[config.mk]
export PLATFORM = sky130hd
export DESIGN_NAME = source_text_tokenizer
export DESIGN_NICKNAME = d
export VERILOG_FILES = /design/src/stt_pkg.sv /design/src/stt_scan.sv /design/src/source_text_tokenizer.sv
export SDC_FILE = /design/constraint.sdc
export NUM_CORES = 1
export LEC_CHECK = 0
export ABC_CLOCK_PERIOD_IN_PS = 9000
export BUFFER_PORTS_ARGS = -buffer_cell sky130_fd_sc_hd__buf_2
export CAP_MARGIN = 0
export CELL_PAD_IN_SITES_DETAIL_PLACEMENT = 0
export CELL_PAD_IN_SITES_GLOBAL_PLACEMENT = 1
export CORE_AREA = 3 3 177 179
export DETAILED_ROUTE_END_ITERATION = 16
export DIE_AREA = 0 0 180 182
export PLACE_DENSITY_LB_ADDON = 0.1
export SKIP_CTS_REPAIR_TIMING = 1
export SLEW_MARGIN = 20
export SYNTH_ARGS = -nofsm -noshare
export SYNTH_HDL_FRONTEND = slang
export SYNTH_SLANG_ARGS = --single-unit
export TNS_END_PERCENT = 20
[constraint.sdc]
create_clock -name aclk -period 9 [get_ports aclk]
set_input_delay 0.45 -clock aclk [delete_from_list [all_inputs] [get_ports aclk]]
set_output_delay 0.45 -clock aclk [all_outputs]
set_load 0.01 [all_outputs]
[src/stt_pkg.sv]
`default_nettype none

package stt_pkg;

    // width of the internal line and column counters
    localparam int POS_BITS = 16;
    // an item causes at most three results (e.g. "::" gives two bytes and an end)
    localparam int RES_MAX  = 3;
    localparam int CNT_BITS = $clog2(RES_MAX + 1);

    typedef logic [POS_BITS-1:0] pos_t;
    typedef logic [CNT_BITS-1:0] cnt_t;

    typedef enum logic [1:0] {
        EV_TEXT  = 2'd0,
        EV_END   = 2'd1,
        EV_ERROR = 2'd2
    } event_t;

    typedef enum logic [2:0] {
        KIND_WORD   = 3'd0,
        KIND_INT    = 3'd1,
        KIND_FLOAT  = 3'd2,
        KIND_STRING = 3'd3,
        KIND_SYMBOL = 3'd4,
        KIND_EOS    = 3'd5
    } kind_t;

    typedef enum logic [1:0] {
        ERR_BLOCK  = 2'd0,
        ERR_ESCAPE = 2'd1,
        ERR_STRING = 2'd2,
        ERR_CHAR   = 2'd3
    } err_t;

    typedef struct packed {
        event_t      ev;
        kind_t       kind;
        logic [7:0]  text_byte;
        logic [15:0] line;
        logic [15:0] column;
        err_t        err;
    } res_t;

    typedef struct packed {
        res_t [RES_MAX-1:0] res;
        cnt_t               cnt;
    } res_grp_t;

endpackage

`default_nettype wire

[src/stt_scan.sv]
`default_nettype none

module stt_scan (
    input  wire logic              aclk,
    input  wire logic              aresetn,
    input  wire logic              fire,
    input  wire logic [7:0]        in_char,
    input  wire logic              in_end,
    output stt_pkg::res_grp_t      grp
);
    import stt_pkg::*;

    typedef enum logic [2:0] {
        M_IDLE,
        M_LINE,
        M_BLOCK,
        M_STRING,
        M_ESCAPE,
        M_NUMBER,
        M_WORD
    } mode_t;

    typedef struct packed {
        mode_t      mode;
        logic [7:0] held_byte;
        logic       held_valid;
        logic       quote_single;
        logic       seen_dot;
        logic       word_path;
        logic       skip_next;
        logic       err_latched;
        pos_t       cur_line;
        pos_t       cur_col;
        pos_t       start_line;
        pos_t       start_col;
    } scan_st_t;

    typedef struct packed {
        scan_st_t st;
        res_grp_t grp;
    } step_out_t;

    localparam logic [7:0] CH_LF    = 8'h0A;
    localparam logic [7:0] CH_TAB   = 8'h09;
    localparam logic [7:0] CH_STAR  = 8'h2A;
    localparam logic [7:0] CH_DQ    = 8'h22;
    localparam logic [7:0] CH_SQ    = 8'h27;
    localparam logic [7:0] CH_BSL   = 8'h5C;
    localparam logic [7:0] CH_DOT   = 8'h2E;
    localparam logic [7:0] CH_SLASH = 8'h2F;
    localparam logic [7:0] CH_UNDER = 8'h5F;
    localparam logic [7:0] CH_COLON = 8'h3A;
    localparam logic [7:0] CH_N     = 8'h6E;
    localparam logic [7:0] CH_T     = 8'h74;

    localparam scan_st_t SCAN_RST = '{
        mode:         M_IDLE,
        held_byte:    8'd0,
        held_valid:   1'b0,
        quote_single: 1'b0,
        seen_dot:     1'b0,
        word_path:    1'b0,
        skip_next:    1'b0,
        err_latched:  1'b0,
        cur_line:     pos_t'(1),
        cur_col:      pos_t'(1),
        start_line:   pos_t'(1),
        start_col:    pos_t'(1)
    };

    scan_st_t  st_reg;
    scan_st_t  st_next;
    step_out_t o;

    function automatic logic [15:0] sat16(pos_t v);
        logic [31:0] w;
        w = 32'(v);
        return (w > 32'h0000_FFFF) ? 16'hFFFF : w[15:0];
    endfunction

    function automatic logic is_digit(logic [7:0] c);
        return c >= 8'h30 && c <= 8'h39;
    endfunction

    function automatic logic is_alpha(logic [7:0] c);
        return (c >= 8'h61 && c <= 8'h7A) || (c >= 8'h41 && c <= 8'h5A);
    endfunction

    function automatic logic is_space(logic [7:0] c);
        return c == 8'h20 || (c >= 8'h09 && c <= 8'h0D);
    endfunction

    function automatic logic is_pathy(logic [7:0] c);
        return c == CH_DOT || c == CH_SLASH || c == CH_BSL;
    endfunction

    function automatic logic word_cont(logic [7:0] c);
        return is_alpha(c) || is_digit(c) || c == CH_UNDER || is_pathy(c);
    endfunction

    function automatic logic is_symbol(logic [7:0] c);
        return c == "{" || c == "}" || c == "[" || c == "]" || c == "(" || c == ")" ||
               c == ";" || c == "," || c == ":" || c == "=" || c == "!" || c == "-" ||
               c == "+";
    endfunction

    // advance the cursor past byte c, saturating
    function automatic scan_st_t step_pos(scan_st_t s, logic [7:0] c);
        scan_st_t r;
        r = s;
        if (c == CH_LF) begin
            if (s.cur_line != '1) begin
                r.cur_line = s.cur_line + pos_t'(1);
            end
            r.cur_col = pos_t'(1);
        end else if (s.cur_col != '1) begin
            r.cur_col = s.cur_col + pos_t'(1);
        end
        return r;
    endfunction

    function automatic step_out_t push(step_out_t so, event_t ev, kind_t kind,
                                      logic [7:0] b, pos_t ln, pos_t col, err_t err);
        step_out_t r;
        res_t      e;
        r = so;
        e.ev        = ev;
        e.kind      = kind;
        e.text_byte = b;
        e.line      = sat16(ln);
        e.column    = sat16(col);
        e.err       = err;
        r.grp.res[r.grp.cnt] = e;
        r.grp.cnt = r.grp.cnt + cnt_t'(1);
        return r;
    endfunction

    function automatic step_out_t put_text(step_out_t so, logic [7:0] b);
        return push(so, EV_TEXT, KIND_WORD, b, so.st.start_line, so.st.start_col, ERR_BLOCK);
    endfunction

    function automatic step_out_t put_end(step_out_t so, kind_t kind);
        return push(so, EV_END, kind, 8'd0, so.st.start_line, so.st.start_col, ERR_BLOCK);
    endfunction

    function automatic step_out_t put_error(step_out_t so, err_t code);
        step_out_t r;
        r = push(so, EV_ERROR, KIND_WORD, 8'd0, so.st.start_line, so.st.start_col, code);
        r.st.err_latched = 1'b1;
        return r;
    endfunction

    function automatic step_out_t number_body(step_out_t so, logic [7:0] c, logic hasn,
                                             logic [7:0] n);
        step_out_t r;
        r = put_text(so, c);
        if (c == CH_DOT) begin
            r.st.seen_dot = 1'b1;
        end
        r.st = step_pos(r.st, c);
        if (!(hasn && (is_digit(n) || (!r.st.seen_dot && n == CH_DOT)))) begin
            r = put_end(r, r.st.seen_dot ? KIND_FLOAT : KIND_INT);
            r.st.mode = M_IDLE;
        end
        return r;
    endfunction

    function automatic step_out_t word_body(step_out_t so, logic [7:0] c, logic hasn,
                                           logic [7:0] n);
        step_out_t r;
        r = put_text(so, c);
        if (is_pathy(c)) begin
            r.st.word_path = 1'b1;
        end
        r.st = step_pos(r.st, c);
        if (!(hasn && word_cont(n))) begin
            r = put_end(r, r.st.word_path ? KIND_STRING : KIND_WORD);
            r.st.mode = M_IDLE;
        end
        return r;
    endfunction

    // judge byte c with lookahead n (present when hasn)
    function automatic step_out_t process(scan_st_t s, logic [7:0] c, logic hasn,
                                         logic [7:0] n);
        step_out_t r;
        r.st  = s;
        r.grp = '0;
        if (s.skip_next) begin
            r.st.skip_next = 1'b0;
            r.st = step_pos(r.st, c);
        end else begin
            unique case (s.mode)
                M_LINE: begin
                    if (c == CH_LF) begin
                        r.st.mode = M_IDLE;
                    end
                    r.st = step_pos(r.st, c);
                end
                M_BLOCK: begin
                    if (c == CH_STAR && hasn && n == CH_STAR) begin
                        r.st.skip_next = 1'b1;
                        r.st.mode = M_IDLE;
                    end
                    r.st = step_pos(r.st, c);
                end
                M_ESCAPE: begin
                    r = put_text(r, (c == CH_N) ? CH_LF : ((c == CH_T) ? CH_TAB : c));
                    r.st.mode = M_STRING;
                    r.st = step_pos(r.st, c);
                end
                M_STRING: begin
                    if (c == (s.quote_single ? CH_SQ : CH_DQ)) begin
                        r = put_end(r, KIND_STRING);
                        r.st.mode = M_IDLE;
                    end else if (c == CH_BSL) begin
                        r.st.mode = M_ESCAPE;
                    end else begin
                        r = put_text(r, c);
                    end
                    r.st = step_pos(r.st, c);
                end
                M_NUMBER: r = number_body(r, c, hasn, n);
                M_WORD:   r = word_body(r, c, hasn, n);
                default: begin
                    r.st.mode = M_IDLE;
                    if (is_space(c)) begin
                        r.st = step_pos(r.st, c);
                    end else begin
                        r.st.start_line = s.cur_line;
                        r.st.start_col  = s.cur_col;
                        if (c == CH_STAR) begin
                            if (hasn && n == CH_STAR) begin
                                r.st.mode = M_BLOCK;
                                r.st.skip_next = 1'b1;
                            end else begin
                                r.st.mode = M_LINE;
                            end
                            r.st = step_pos(r.st, c);
                        end else if (c == CH_DQ || c == CH_SQ) begin
                            r.st.quote_single = (c == CH_SQ);
                            r.st.mode = M_STRING;
                            r.st = step_pos(r.st, c);
                        end else if (is_digit(c) || (c == CH_DOT && hasn && is_digit(n))) begin
                            r.st.mode = M_NUMBER;
                            r.st.seen_dot = 1'b0;
                            r = number_body(r, c, hasn, n);
                        end else if (is_alpha(c) || c == CH_UNDER || c == CH_DOT) begin
                            r.st.mode = M_WORD;
                            r.st.word_path = 1'b0;
                            r = word_body(r, c, hasn, n);
                        end else if (c == CH_COLON && hasn && n == CH_COLON) begin
                            r = put_text(r, CH_COLON);
                            r = put_text(r, CH_COLON);
                            r = put_end(r, KIND_SYMBOL);
                            r.st.skip_next = 1'b1;
                            r.st = step_pos(r.st, c);
                        end else if (is_symbol(c)) begin
                            r = put_text(r, c);
                            r = put_end(r, KIND_SYMBOL);
                            r.st = step_pos(r.st, c);
                        end else begin
                            r = put_error(r, ERR_CHAR);
                        end
                    end
                end
            endcase
        end
        return r;
    endfunction

    always_comb begin
        o.st  = st_reg;
        o.grp = '0;
        if (in_end) begin
            // flush the held byte, report anything left open, then close the source
            if (!st_reg.err_latched && st_reg.held_valid) begin
                o = process(st_reg, st_reg.held_byte, 1'b0, 8'd0);
            end
            if (!o.st.err_latched) begin
                if (o.st.mode == M_BLOCK) begin
                    o = put_error(o, ERR_BLOCK);
                end else if (o.st.mode == M_ESCAPE) begin
                    o = put_error(o, ERR_ESCAPE);
                end else if (o.st.mode == M_STRING) begin
                    o = put_error(o, ERR_STRING);
                end
            end
            if (!o.st.err_latched) begin
                o = push(o, EV_END, KIND_EOS, 8'd0, o.st.cur_line, o.st.cur_col, ERR_BLOCK);
            end
            st_next = SCAN_RST;
        end else begin
            if (!st_reg.err_latched) begin
                if (st_reg.held_valid) begin
                    o = process(st_reg, st_reg.held_byte, 1'b1, in_char);
                end
                o.st.held_byte  = in_char;
                o.st.held_valid = 1'b1;
            end
            st_next = o.st;
        end
    end

    assign grp = o.grp;

    always_ff @(posedge aclk) begin
        if (!aresetn) begin
            st_reg <= SCAN_RST;
        end else if (fire) begin
            st_reg <= st_next;
        end
    end

endmodule

`default_nettype wire

[src/source_text_tokenizer.sv]
// source_text_tokenizer: streaming tokenizer, one source byte or end marker per item
// path: an item is held in the input register and its results in the result register
// throughput: one item per cycle while m_ready is high and each item gives at most one
//   result; an item's k results (at most 3) hold the result register until all leave
// reset: synchronous active-low aresetn returns the scanner to the start of a source
//   (line 1, column 1, nothing held) and empties the input and result registers
`default_nettype none

module source_text_tokenizer (
    input  wire logic        aclk,
    input  wire logic        aresetn,
    input  wire logic        s_valid,
    output logic             s_ready,
    input  wire logic [7:0]  s_char_byte,
    input  wire logic        s_is_end,
    output logic             m_valid,
    input  wire logic        m_ready,
    output logic [1:0]       m_event_res,
    output logic [2:0]       m_kind,
    output logic [7:0]       m_text_byte,
    output logic [15:0]      m_line,
    output logic [15:0]      m_column,
    output logic [1:0]       m_error_code,
    output logic             m_last_of_run
);
    import stt_pkg::*;

    logic       in_valid_reg;
    logic [7:0] in_char_reg;
    logic       in_end_reg;
    res_grp_t   grp_reg;
    cnt_t       grp_ptr_reg;
    res_grp_t   scan_grp;
    res_t       cur_res;
    logic       out_take;
    logic       grp_done;
    logic       fire;

    stt_scan u_scan (
        .aclk    (aclk),
        .aresetn (aresetn),
        .fire    (fire),
        .in_char (in_char_reg),
        .in_end  (in_end_reg),
        .grp     (scan_grp)
    );

    assign m_valid  = (grp_ptr_reg != grp_reg.cnt);
    assign out_take = m_valid && m_ready;
    // the result group frees up when it is empty or when its last result leaves
    assign grp_done = !m_valid || (out_take && grp_ptr_reg == grp_reg.cnt - cnt_t'(1));
    assign fire     = in_valid_reg && grp_done;
    assign s_ready  = !in_valid_reg || fire;

    assign cur_res       = grp_reg.res[grp_ptr_reg];
    assign m_event_res   = cur_res.ev;
    assign m_kind        = cur_res.kind;
    assign m_text_byte   = cur_res.text_byte;
    assign m_line        = cur_res.line;
    assign m_column      = cur_res.column;
    assign m_error_code  = cur_res.err;
    assign m_last_of_run = (grp_ptr_reg == grp_reg.cnt - cnt_t'(1));

    always_ff @(posedge aclk) begin
        if (!aresetn) begin
            in_valid_reg <= 1'b0;
        end else if (s_ready) begin
            in_valid_reg <= s_valid;
        end
    end

    always_ff @(posedge aclk) begin
        if (s_valid && s_ready) begin
            in_char_reg <= s_char_byte;
            in_end_reg  <= s_is_end;
        end
    end

    always_ff @(posedge aclk) begin
        if (fire) begin
            grp_reg.res <= scan_grp.res;
        end
        if (!aresetn) begin
            grp_reg.cnt <= '0;
            grp_ptr_reg <= '0;
        end else if (fire) begin
            grp_reg.cnt <= scan_grp.cnt;
            grp_ptr_reg <= '0;
        end else if (out_take) begin
            grp_ptr_reg <= grp_ptr_reg + cnt_t'(1);
        end
    end

    a_ptr_in_group: assert property (@(posedge aclk) disable iff (!aresetn)
        grp_ptr_reg <= grp_reg.cnt)
        else $error("result pointer ran past the group");

    a_error_last: assert property (@(posedge aclk) disable iff (!aresetn)
        m_valid && m_event_res == EV_ERROR |-> m_last_of_run)
        else $error("error result is not the last of its item");

    a_eos_last: assert property (@(posedge aclk) disable iff (!aresetn)
        m_valid && m_event_res == EV_END && m_kind == KIND_EOS |-> m_last_of_run)
        else $error("end-of-source token is not the last of its item");

    a_item_held: assert property (@(posedge aclk) disable iff (!aresetn)
        in_valid_reg && !fire |=> in_valid_reg && $stable(in_char_reg)
            && $stable(in_end_reg))
        else $error("stalled item lost from the input register");

endmodule

`default_nettype wire

# Yosys cells after proc, flatten, opt, wreduce, memory -nomap -nowiden
# Index checks and enable logic that the tools add are counted.
# Widths: inputs -> output; s select.
dict set report op_classes {
  mul 0
  add_sub_neg 10
  n_eq_ne 48
  reduce_logical 57
  n_bitwise 1
  mux 150
  shifts 0
  n_div 0
  magnitude_cmp 19
}
# op count
set op_table {}
lappend op_table {{$mux 224} 21}
lappend op_table {{$mux 208} 7}
lappend op_table {{$mux 143} 10}
lappend op_table {{$pmux 143 s5} 2}
lappend op_table {{$pmux 81 s6} 2}
lappend op_table {{$mux 81} 8}
lappend op_table {{$bwmux 141} 4}
lappend op_table {{$mux 16} 14}
lappend op_table {{$mux 211} 1}
lappend op_table {{$mux 210} 1}
lappend op_table {{$mux 209} 1}
lappend op_table {{$demux 47 s2} 2}
lappend op_table {{$eq 8x6->1 const B} 19}
lappend op_table {{$mux 47} 3}
lappend op_table {{$add 16x1->16 const B} 6}
lappend op_table {{$ne 16x16->1 const B} 6}
lappend op_table {{$bmux 47 s2} 1}
lappend op_table {{$mux 44} 2}
lappend op_table {{$eq 8x7->1 const B} 10}
lappend op_table {{$mux 80} 1}
lappend op_table {{$mux 1} 55}
lappend op_table {{$ge 8x7->1 const B} 4}
lappend op_table {{$le 8x7->1 const B} 4}
lappend op_table {{$logic_or 1x1->1} 30}
lappend op_table {{other kinds (23)} 71}
dict set report word_totals {
  output_inout_bits 50
  register_bits 236
  word_cells 320
  mem_bits_rw 0
  n_memories 0
  inputBits 13
  latch_bits 0
  romBits 0
}

# Logic depth before layout (Yosys ltp)
# Gate-level depths: netlist (run 1).
dict set report depth {
  ltp_word 41
  ltp_mapped 18
  mapped_depth_nobuf 14
}

# By module
# Synthesis (run 1) repeated with hierarchy kept, for this count alone.
dict set report hier_totals {
  hier_cells 1802
  area_unflattened_um2 15399.8
}
# module area_each_um2 instances seq_area_each_um2 cells_each
set modules_own_cells {}
lappend modules_own_cells {stt_scan 9611.7 1 1621.6 1458}
lappend modules_own_cells {source_text_tokenizer 5788.1 1 4604.4 344}

# Least setup slack after synthesis (run 1)
# Ideal clock, no wire load.
dict set report synth_timing {
  path_kind {reg2reg}
  start {register grp_ptr_reg[1]}
  end {register u_scan.st_reg[70] (netlist bit)}
  path_buffers 2
  arrival_ps 6424
  required_time_ps 8872
  slack_ps 2448
  setup_time_ps 128
  synth_period_minus_slack_ps 6552
  stages_incl_launch_ff 11
  path_cell_list {dfxtp_1 -> xnor2_1 -> or3b_2 -> a21boi_0 -> o21ai_0 -> clkbuf_1 -> inv_1 -> clkbuf_1 -> o21ai_1 -> a22oi_1 -> nor2_1}
}
dict set report synth_via {
  elab_chain_cells 5
  elab_cells_between_ends 7
  classes_between {eq/ne: 2; reduce/logical: 5}
}
# element line_no
set synth_rtl {}
lappend synth_rtl {{start, declared} source_text_tokenizer.sv:32} ;# cnt_t grp_ptr_reg;
lappend synth_rtl {{start signal, assigned} source_text_tokenizer.sv:90} ;# grp_ptr_reg <= grp_ptr_reg + cnt_t'(1);
lappend synth_rtl {{$ne 2x2->1} source_text_tokenizer.sv:48} ;# assign m_valid = (grp_ptr_reg != grp_reg.cnt);
lappend synth_rtl {{$logic_and 1x1->1} source_text_tokenizer.sv:49} ;# assign out_take = m_valid && m_ready;
lappend synth_rtl {{$logic_and 1x1->1} source_text_tokenizer.sv:51} ;# assign grp_done = !m_valid || (out_take && grp_ptr_reg == grp_reg.cnt - cnt_t'(1));
lappend synth_rtl {{$logic_or 1x1->1 *} source_text_tokenizer.sv:51}
lappend synth_rtl {{$logic_and 1x1->1 *} source_text_tokenizer.sv:52} ;# assign fire = in_valid_reg && grp_done;
lappend synth_rtl {{net fire} source_text_tokenizer.sv:37} ;# logic fire;
lappend synth_rtl {{end signal, assigned} stt_scan.sv:311} ;# st_reg <= st_next;
lappend synth_rtl {{end, declared} stt_scan.sv:71} ;# scan_st_t st_reg;
# The timed path passes the listed nets; every way through them passes the cells marked *.
# A chain may end at the register's enable or synchronous reset.

==> results of run 1 <==
==> cells in the mapped netlist (6+ instances only) <==
cell type and count:
edfxtp_1 132, o21ai_0 116, buf_2 37, nand2_1 194
a211oi_1 7, xnor2_1 10, dfxtp_1 86, nand2b_1 17
ha_1 8, a21oi_1 117, and2_1 27, o211ai_1 18
a221o_1 7, or3_1 14, buf_4 10, nand3_1 42
o22ai_1 25, and3_1 47, nor2_1 160, o31ai_1 13
o21a_1 8, mux2_2 8, a22oi_1 72, nand4_1 20
clkbuf_1 102, mux2i_1 69, or2_2 10, nor3b_1 8
nor2b_1 8, o221a_2 19, a2bb2oi_1 6, a221oi_1 13
inv_1 32, nor3_1 52, a211o_1 6, nor4_1 11
o221ai_1 13, a31oi_1 34, buf_1 11, a21o_1 7
==> metal layers <==
metal / vias up / track usage (%) / share of wire [%]
met4: 4 / 7.704 / 2.5
met1: 6423 / 43.47 / 44
li1: 6239 / - / -
met5: - / 0 / 0.055
met3: 93 / 8.033 / 11
met2: 722 / 43.81 / 42
==> placed cells by master (no fill, tap or decap), types with 14 or more instances in the layout <==
cell type,Yosys,layout
nand2_1,194,193
nor2_1,160,160
edfxtp_1,132,132
a21oi_1,117,116
o21ai_0,116,114
dfxtp_1,86,85
a22oi_1,72,72
mux2i_1,69,69
buf_2,37,62
nor3_1,52,50
and3_1,47,47
nand3_1,42,42
a31oi_1,34,34
inv_1,32,30
buf_4,10,29
and2_1,27,27
clkbuf_16,0,27
o22ai_1,25,25
nand4_1,20,20
o221a_2,19,19
o211ai_1,18,18
nand2b_1,17,17
or3_1,14,14
==> area by class of cell <==
cell class	count	area, um^2
clock buffer	33	708.2
clock inverter	15	237.7
fill	2851	14120
inverter	34	131.4
multi-input combinational	1277	7818
sequential	218	5687
tap	390	488.0
timing repair buffer	91	528.0
==> path summary, 6_finish.rpt <==
| check | startpoint | to | slack [ps] |
|---|---|---|---|
| setup reg to reg | u_scan.st_reg[70]$_SDFFE_PN0P_ | grp_reg[4]$_DFFE_PP_ | 2420 |
| hold reg to reg | u_scan.st_reg[66]$_SDFFE_PN0P_ | u_scan.st_reg[66]$_SDFFE_PN0P_ | 490 |
| setup / recovery | u_scan.st_reg[70]$_SDFFE_PN0P_ | grp_reg[4]$_DFFE_PP_ | 2420 |
| hold / removal | s_char_byte[3] | in_char_reg[3]$_DFFE_PP_ | 80 |
==> report_power, final <==
group | internal [mW] | total (mW) | leakage, nW | switching (mW)
Combinational | 0.179 | 0.543 | 3.02 | 0.365
Clock | 0.730 | 1.18 | 0.461 | 0.446
Sequential | 1.15 | 1.19 | 1.96 | 0.0370
Total | 2.06 | 2.91 | 5.43 | 0.848
==> through the flow <==
stage,std cells,area (um^2)
6_report,2058,15600
5_1_grt,2058,15600
4_1_cts,2058,15600
3_5_place_dp,2010,14650
3_3_place_gp,2010,14650
2_1_floorplan,1690,14250
==> worst max-delay path, stage by stage, from the launching register on <==
cell and delay [ps]:
dfxtp_1 860, nor4bb_1 270, and2_1 250, a211oi_2 640
nand4_1 560, and2_1 350, ha_1 300, a21oi_1 250
ha_1 330, nand3_2 570, inv_2 710, or2_1 960
o221a_2 380
==> logic make-up after synthesis <==
group	Yosys count	share of synthesized area (%)
buffers and inverters	195	5.735
XOR/XNOR	15	0.9221
AO/OA/AOI/OAI	531	25.00
adder cells (fa/ha/maj)	8	0.7026
AND/OR/NAND/NOR	646	22.25
flip-flops	218	39.91
multiplexers	77	5.480
==> results.tsv, run 1 <==
stage	metric	value	unit
sta	TNS Setup	0	ps
synthesis	Post-synth EDFFs	132	
route	wirelength, routed	50920	um
synthesis	Synth cell types	92	
sta	FMAX	151.9	MHz
synthesis	largest cells by area after synthesis	edfxtp_1 28%, dfxtp_1 12%, nand2_1 5.1%, mux2i_1 4.8%, nor2_1 4.2%	
floorplan	row cnt	63	
outcome	outcome	finished, final reports clean	
floorplan	die height	182	um
pwr	Pwr per Cell Area	186.6	mW/mm^2
clock_network	CTS clk-pin slew, worst paths	60	ps
clock_network	clk_lat worst skew	550	ps
global_routing	Total GRT Usage	29.80	%
global_routing	pin count of the biggest net entering global routing	75	
sta	Slew HR	22.74	%
finish	diodes inserted	0	
global_routing	global-route wire length before repair	76690	um
synthesis	sequential share of the synthesized area	39.91	%
route	DR iter-0 viols	1456	
sta	fin. max-slew vios	0	
global_routing	antenna violations before repair	3	
place	port bufs	62	
synthesis	Yosys top cell by area	edfxtp_1	
place	routability cong.	0.9370	
global_routing	vias in the first global route	12405	
route	DRC	0	
route	post-route ant nets	0	
clock_network	CTS Buf Count	26	
synthesis	yosys warns	0	
sta	period utilization	73.15	%
clock_network	CTS max path bufs	3	
critical_path	Critical Path Source Type	flop	
synthesis	synthesized cell area	0.01425	mm^2
sta	RSZ-0062 raised after global routing	no	
finish	final core occ	52.49	%
synthesis	#FFs+latches synth	218	
sta	worst-margin pin slew	1159	ps
run	number of max-cap violations	0	
floorplan	Chip Width	180	um
sta	final hold viol count	0	
finish	share of layout cells above drive strength 1	12.59	%
sta	worst hold margin	83.76	ps
clock_network	CTS Sinks	218	
sta	setup slack after layout	2417	ps
place	Setup Slack @ Placement	2644	ps
critical_path	R2R depth	12	
finish	synth-to-layout area growth	9.486	%
finish	Nets	1669	
place	Post-DP HPWL	33940	um
synthesis	Post-Syn Instances	1690	
synthesis	Main synth FF type	edfxtp_1	
critical_path	critical path capture point type	flop	
pwr	total design power	2.910	mW
pwr	static leakage	5.433	nW
synthesis	Syn Area/Cell	8.430	um^2
floorplan	initial core utilization	47.94	%
sta	Setup Skew	16.54	ps
clock_network	# H-tree levels	1	
critical_path	worst-path maximum fanout	25	
finish	max reg flops	125	
floorplan	I/O pin count	63	
synthesis	post-synth net total	1711	
synthesis	post-synth top area share	27.82	%
clock_network	Root Driver	clkbuf_16	
worst_hold_path	Min-Delay Path Depth	1	
critical_path	Arr. time, crit path	6990	ps
worst_hold_path	Hold Crit Class	primary input to flop	
route	vias per std cell	6.551	
clock_network	TritonCTS clock tree	built	
critical_path	Data required, critical path	9410	ps
global_routing	gr ovfl total	0	
sta	Final setup violation count	0	
route	Via Count	13481	
route	iteration count of the initial detailed-routing pass	5	
synthesis	asr flop ratio synth	0	%
floorplan	Die ar.	0.03276	mm^2
route	Routed WL per cell	24.74	um
floorplan	core area	0.02972	mm^2
pwr	VDD IR max	141.7	uV
sta	Final min period	6583	ps
critical_path	critical path class	flop to flop	
(Power assumes the default switching activity.)
==> run 2: changes to the inputs <==
--- a/config.mk
+++ b/config.mk
@@ -5,14 +5,14 @@
 export SDC_FILE = /design/constraint.sdc
 export NUM_CORES = 1
 export LEC_CHECK = 0
-export ABC_CLOCK_PERIOD_IN_PS = 9000
+export ABC_CLOCK_PERIOD_IN_PS = 5700
 export BUFFER_PORTS_ARGS = -buffer_cell sky130_fd_sc_hd__buf_2
 export CAP_MARGIN = 0
 export CELL_PAD_IN_SITES_DETAIL_PLACEMENT = 0
 export CELL_PAD_IN_SITES_GLOBAL_PLACEMENT = 1
-export CORE_AREA = 3 3 177 179
+export CORE_AREA = 3 3 187 189
 export DETAILED_ROUTE_END_ITERATION = 16
-export DIE_AREA = 0 0 180 182
+export DIE_AREA = 0 0 190 192
 export PLACE_DENSITY_LB_ADDON = 0.1
 export SKIP_CTS_REPAIR_TIMING = 1
 export SLEW_MARGIN = 20
==> constraint.sdc (replaced) <==
create_clock -name aclk -period 5.7 [get_ports aclk]
set_input_delay 0.285 -clock aclk [delete_from_list [all_inputs] [get_ports aclk]]
set_output_delay 0.285 -clock aclk [all_outputs]
set_load 0.01 [all_outputs]
==> results.tsv, run 2 (synthesized netlist as in run 1, its figures left out) <==
stage	metric	value	unit	change
outcome	outcome	finished, violations left		was finished, final reports clean
outcome	failing checks	negative hold slack		
finish	share of layout cells above drive strength 1	13.34	%	was 12.59%
clock_network	CTS clk-pin slew, worst paths	60	ps	about the same
global_routing	global-route wire length before repair	81690	um	was 76690 um
global_routing	antenna violations before repair	1		was 3
sta	worst-margin pin slew	1041	ps	was 1159 ps
global_routing	Total GRT Usage	29.25	%	was 29.80%
critical_path	critical path capture point type	flop		unchanged
finish	final core occ	47.20	%	was 52.49%
run	number of max-cap violations	0		unchanged
sta	worst hold margin	-20.51	ps	was 83.76 ps
place	routability cong.	0.9077		was 0.9370
floorplan	row cnt	67		was 63
sta	fin. max-slew vios	0		unchanged
sta	Slew HR	30.04	%	was 22.74%
finish	Final Non-Filler Cells	2142		was 2058
route	Routed WL per cell	25.43	um	was 24.74 um
clock_network	clk_lat worst skew	550	ps	about the same
floorplan	Chip Width	190	um	was 180 um
critical_path	Critical R2R Launch	u_scan.st_reg[70]$_SDFFE_PN0P_		unchanged
place	dpl cells	2083		was 2010
clock_network	TritonCTS clock tree	built		unchanged
finish	max reg flops	125		unchanged
pwr	VDD IR max	232.7	uV	was 141.7 uV
route	DR iter-0 viols	1546		was 1456
floorplan	initial core utilization	42.59	%	was 47.94%
critical_path	critical path class	flop to flop		unchanged
worst_hold_path	Hold Crit Class	primary input to flop		unchanged
critical_path	CP Cell Sequence	nor4bb_1, and2_1, a211oi_2, a31oi_1, o21a_1, inv_1, ha_1, a21oi_1, ha_1, and3_1, nand3_2, a31oi_1, o22ai_1		was nor4bb_1, and2_1, a211oi_2, nand4_1, and2_1, ha_1, a21oi_1, ha_1, nand3_2, inv_2, or2_1, o221a_2
sta	period utilization	88.59	%	was 73.15%
global_routing	gr ovfl total	0		unchanged
sta	RSZ-0062 raised after global routing	no		unchanged
finish	diodes inserted	0		unchanged
route	wirelength, routed	54480	um	was 50920 um
global_routing	pin count of the biggest net entering global routing	81		was 75
floorplan	die height	192	um	was 182 um
clock_network	CTS Buf Count	27		was 26
finish	highest-count cells in the layout ignoring fill and taps	194 x nand2_1, 160 x nor2_1, 132 x edfxtp_1		was 193 x nand2_1, 160 x nor2_1, 132 x edfxtp_1
sta	Final min period	5049	ps	was 6583 ps
finish	total of fill cells in the finished design	3267		was 2851
pwr	total design power	4.447	mW	was 2.910 mW
floorplan	I/O pin count	63		unchanged
clock_network	CTS Sinks	218		unchanged
place	port bufs	62		unchanged
critical_path	CP startpoint	u_scan.st_reg[70]$_SDFFE_PN0P_		unchanged
critical_path	slowest cell on the critical path	dfxtp_1		was or2_1
place	Setup Slack @ Placement	801.2	ps	was 2644 ps
place	placed cell area	0.01486	mm^2	was 0.01465 mm^2
sta	Setup Skew	12.05	ps	was 16.54 ps
route	DRC	0		unchanged
clock_network	# H-tree levels	1		unchanged
finish	cell area after layout	0.01579	mm^2	was 0.01560 mm^2
pwr	static leakage	5.511	nW	was 5.433 nW
sta	FMAX	198.0	MHz	was 151.9 MHz
route	vias per std cell	6.371		was 6.551
route	iteration count of the initial detailed-routing pass	6		was 5
route	post-route ant nets	0		unchanged
clock_network	Root Driver	clkbuf_16		unchanged
finish	most common cell after layout, fill and taps aside	nand2_1		unchanged
worst_hold_path	Worst Hold Launch	s_valid		was s_char_byte[3]
finish	synth-to-layout area growth	10.81	%	was 9.486%
sta	setup slack after layout	650.6	ps	was 2417 ps
critical_path	crit-path max cell delay	850	ps	was 960 ps
critical_path	worst-path maximum fanout	21		was 25
finish	Nets	1694		was 1669
route	Via Count	13647		was 13481
floorplan	Die ar.	0.03648	mm^2	was 0.03276 mm^2
sta	Final setup violation count	0		unchanged
global_routing	vias in the first global route	12670		was 12405
clock_network	CTS max path bufs	3		unchanged
critical_path	Data required, critical path	5960	ps	was 9410 ps
sta	TNS Setup	0	ps	unchanged
critical_path	Arr. time, crit path	5310	ps	was 6990 ps
place	Post-DP HPWL	34820	um	was 33940 um
critical_path	Critical Path Source Type	flop		unchanged
pwr	Pwr per Cell Area	281.7	mW/mm^2	was 186.6 mW/mm^2
floorplan	core area	0.03345	mm^2	was 0.02972 mm^2
sta	final hold viol count	1		was 0
## run 2: changes by cell type in the layout (fill, tap and decap cells not counted), moves of 2 or more
cell	before	now
buf_4	29	43
clkinv_1	1	5
dlygate4sd3_1	0	9
bufinv_16	6	1
clkinv_2	5	7
## run 2: layout make-up
class | count | area [um^2] | area share, %
multi-input cells | 1277 | 7831 | 49.61
flip-flops and latches | 218 | 5687 | 36.02
repair buffers | 115 | 743.2 | 4.708
clock buffers | 32 | 704.4 | 4.462
well taps | 448 | 560.5 | 3.551
inverters | 34 | 131.4 | 0.8322
clock inverters | 18 | 128.9 | 0.8164
## run 2: final timing paths
check | cells past startpoint | endpoint | slack (ps)
worst max-delay path | 13 | grp_reg[58]$_DFFE_PP_ | 650
worst min register to register | 2 | u_scan.st_reg[67]$_SDFFE_PN0P_ | 500
worst max register to register | 13 | grp_reg[58]$_DFFE_PP_ | 650
worst min-delay path | 3 | in_valid_reg$_SDFFE_PN0N_ | -20
## run 2: report_power, final
part / internal, mW / switching, mW
registers: 1.82 / 0.0526
logic: 0.303 / 0.631
clock network: 0.930 / 0.710
total: 3.05 / 1.39
## run 2: routing by layer
| metal | GRT usage, % | vias to the layer above | part of all wire [%] |
|---|---|---|---|
| li1 | - | 6299 | - |
| met1 | 41.86 | 6580 | 44 |
| met2 | 46.50 | 662 | 45 |
| met3 | 4.034 | 106 | 8.3 |
| met4 | 7.876 | 0 | 2.6 |
| met5 | 0 | - | 0 |
## run 2: critical path: cells and delay by family (launching register included)
| family | cells | cell delay, ps |
|---|---|---|
| AOI/OAI and AO/OA | 6 | 2020 |
| adders and majority gates | 2 | 480 |
| buffers and inverters | 1 | 150 |
| DFF | 1 | 850 |
| and+or+nand+nor | 4 | 1220 |
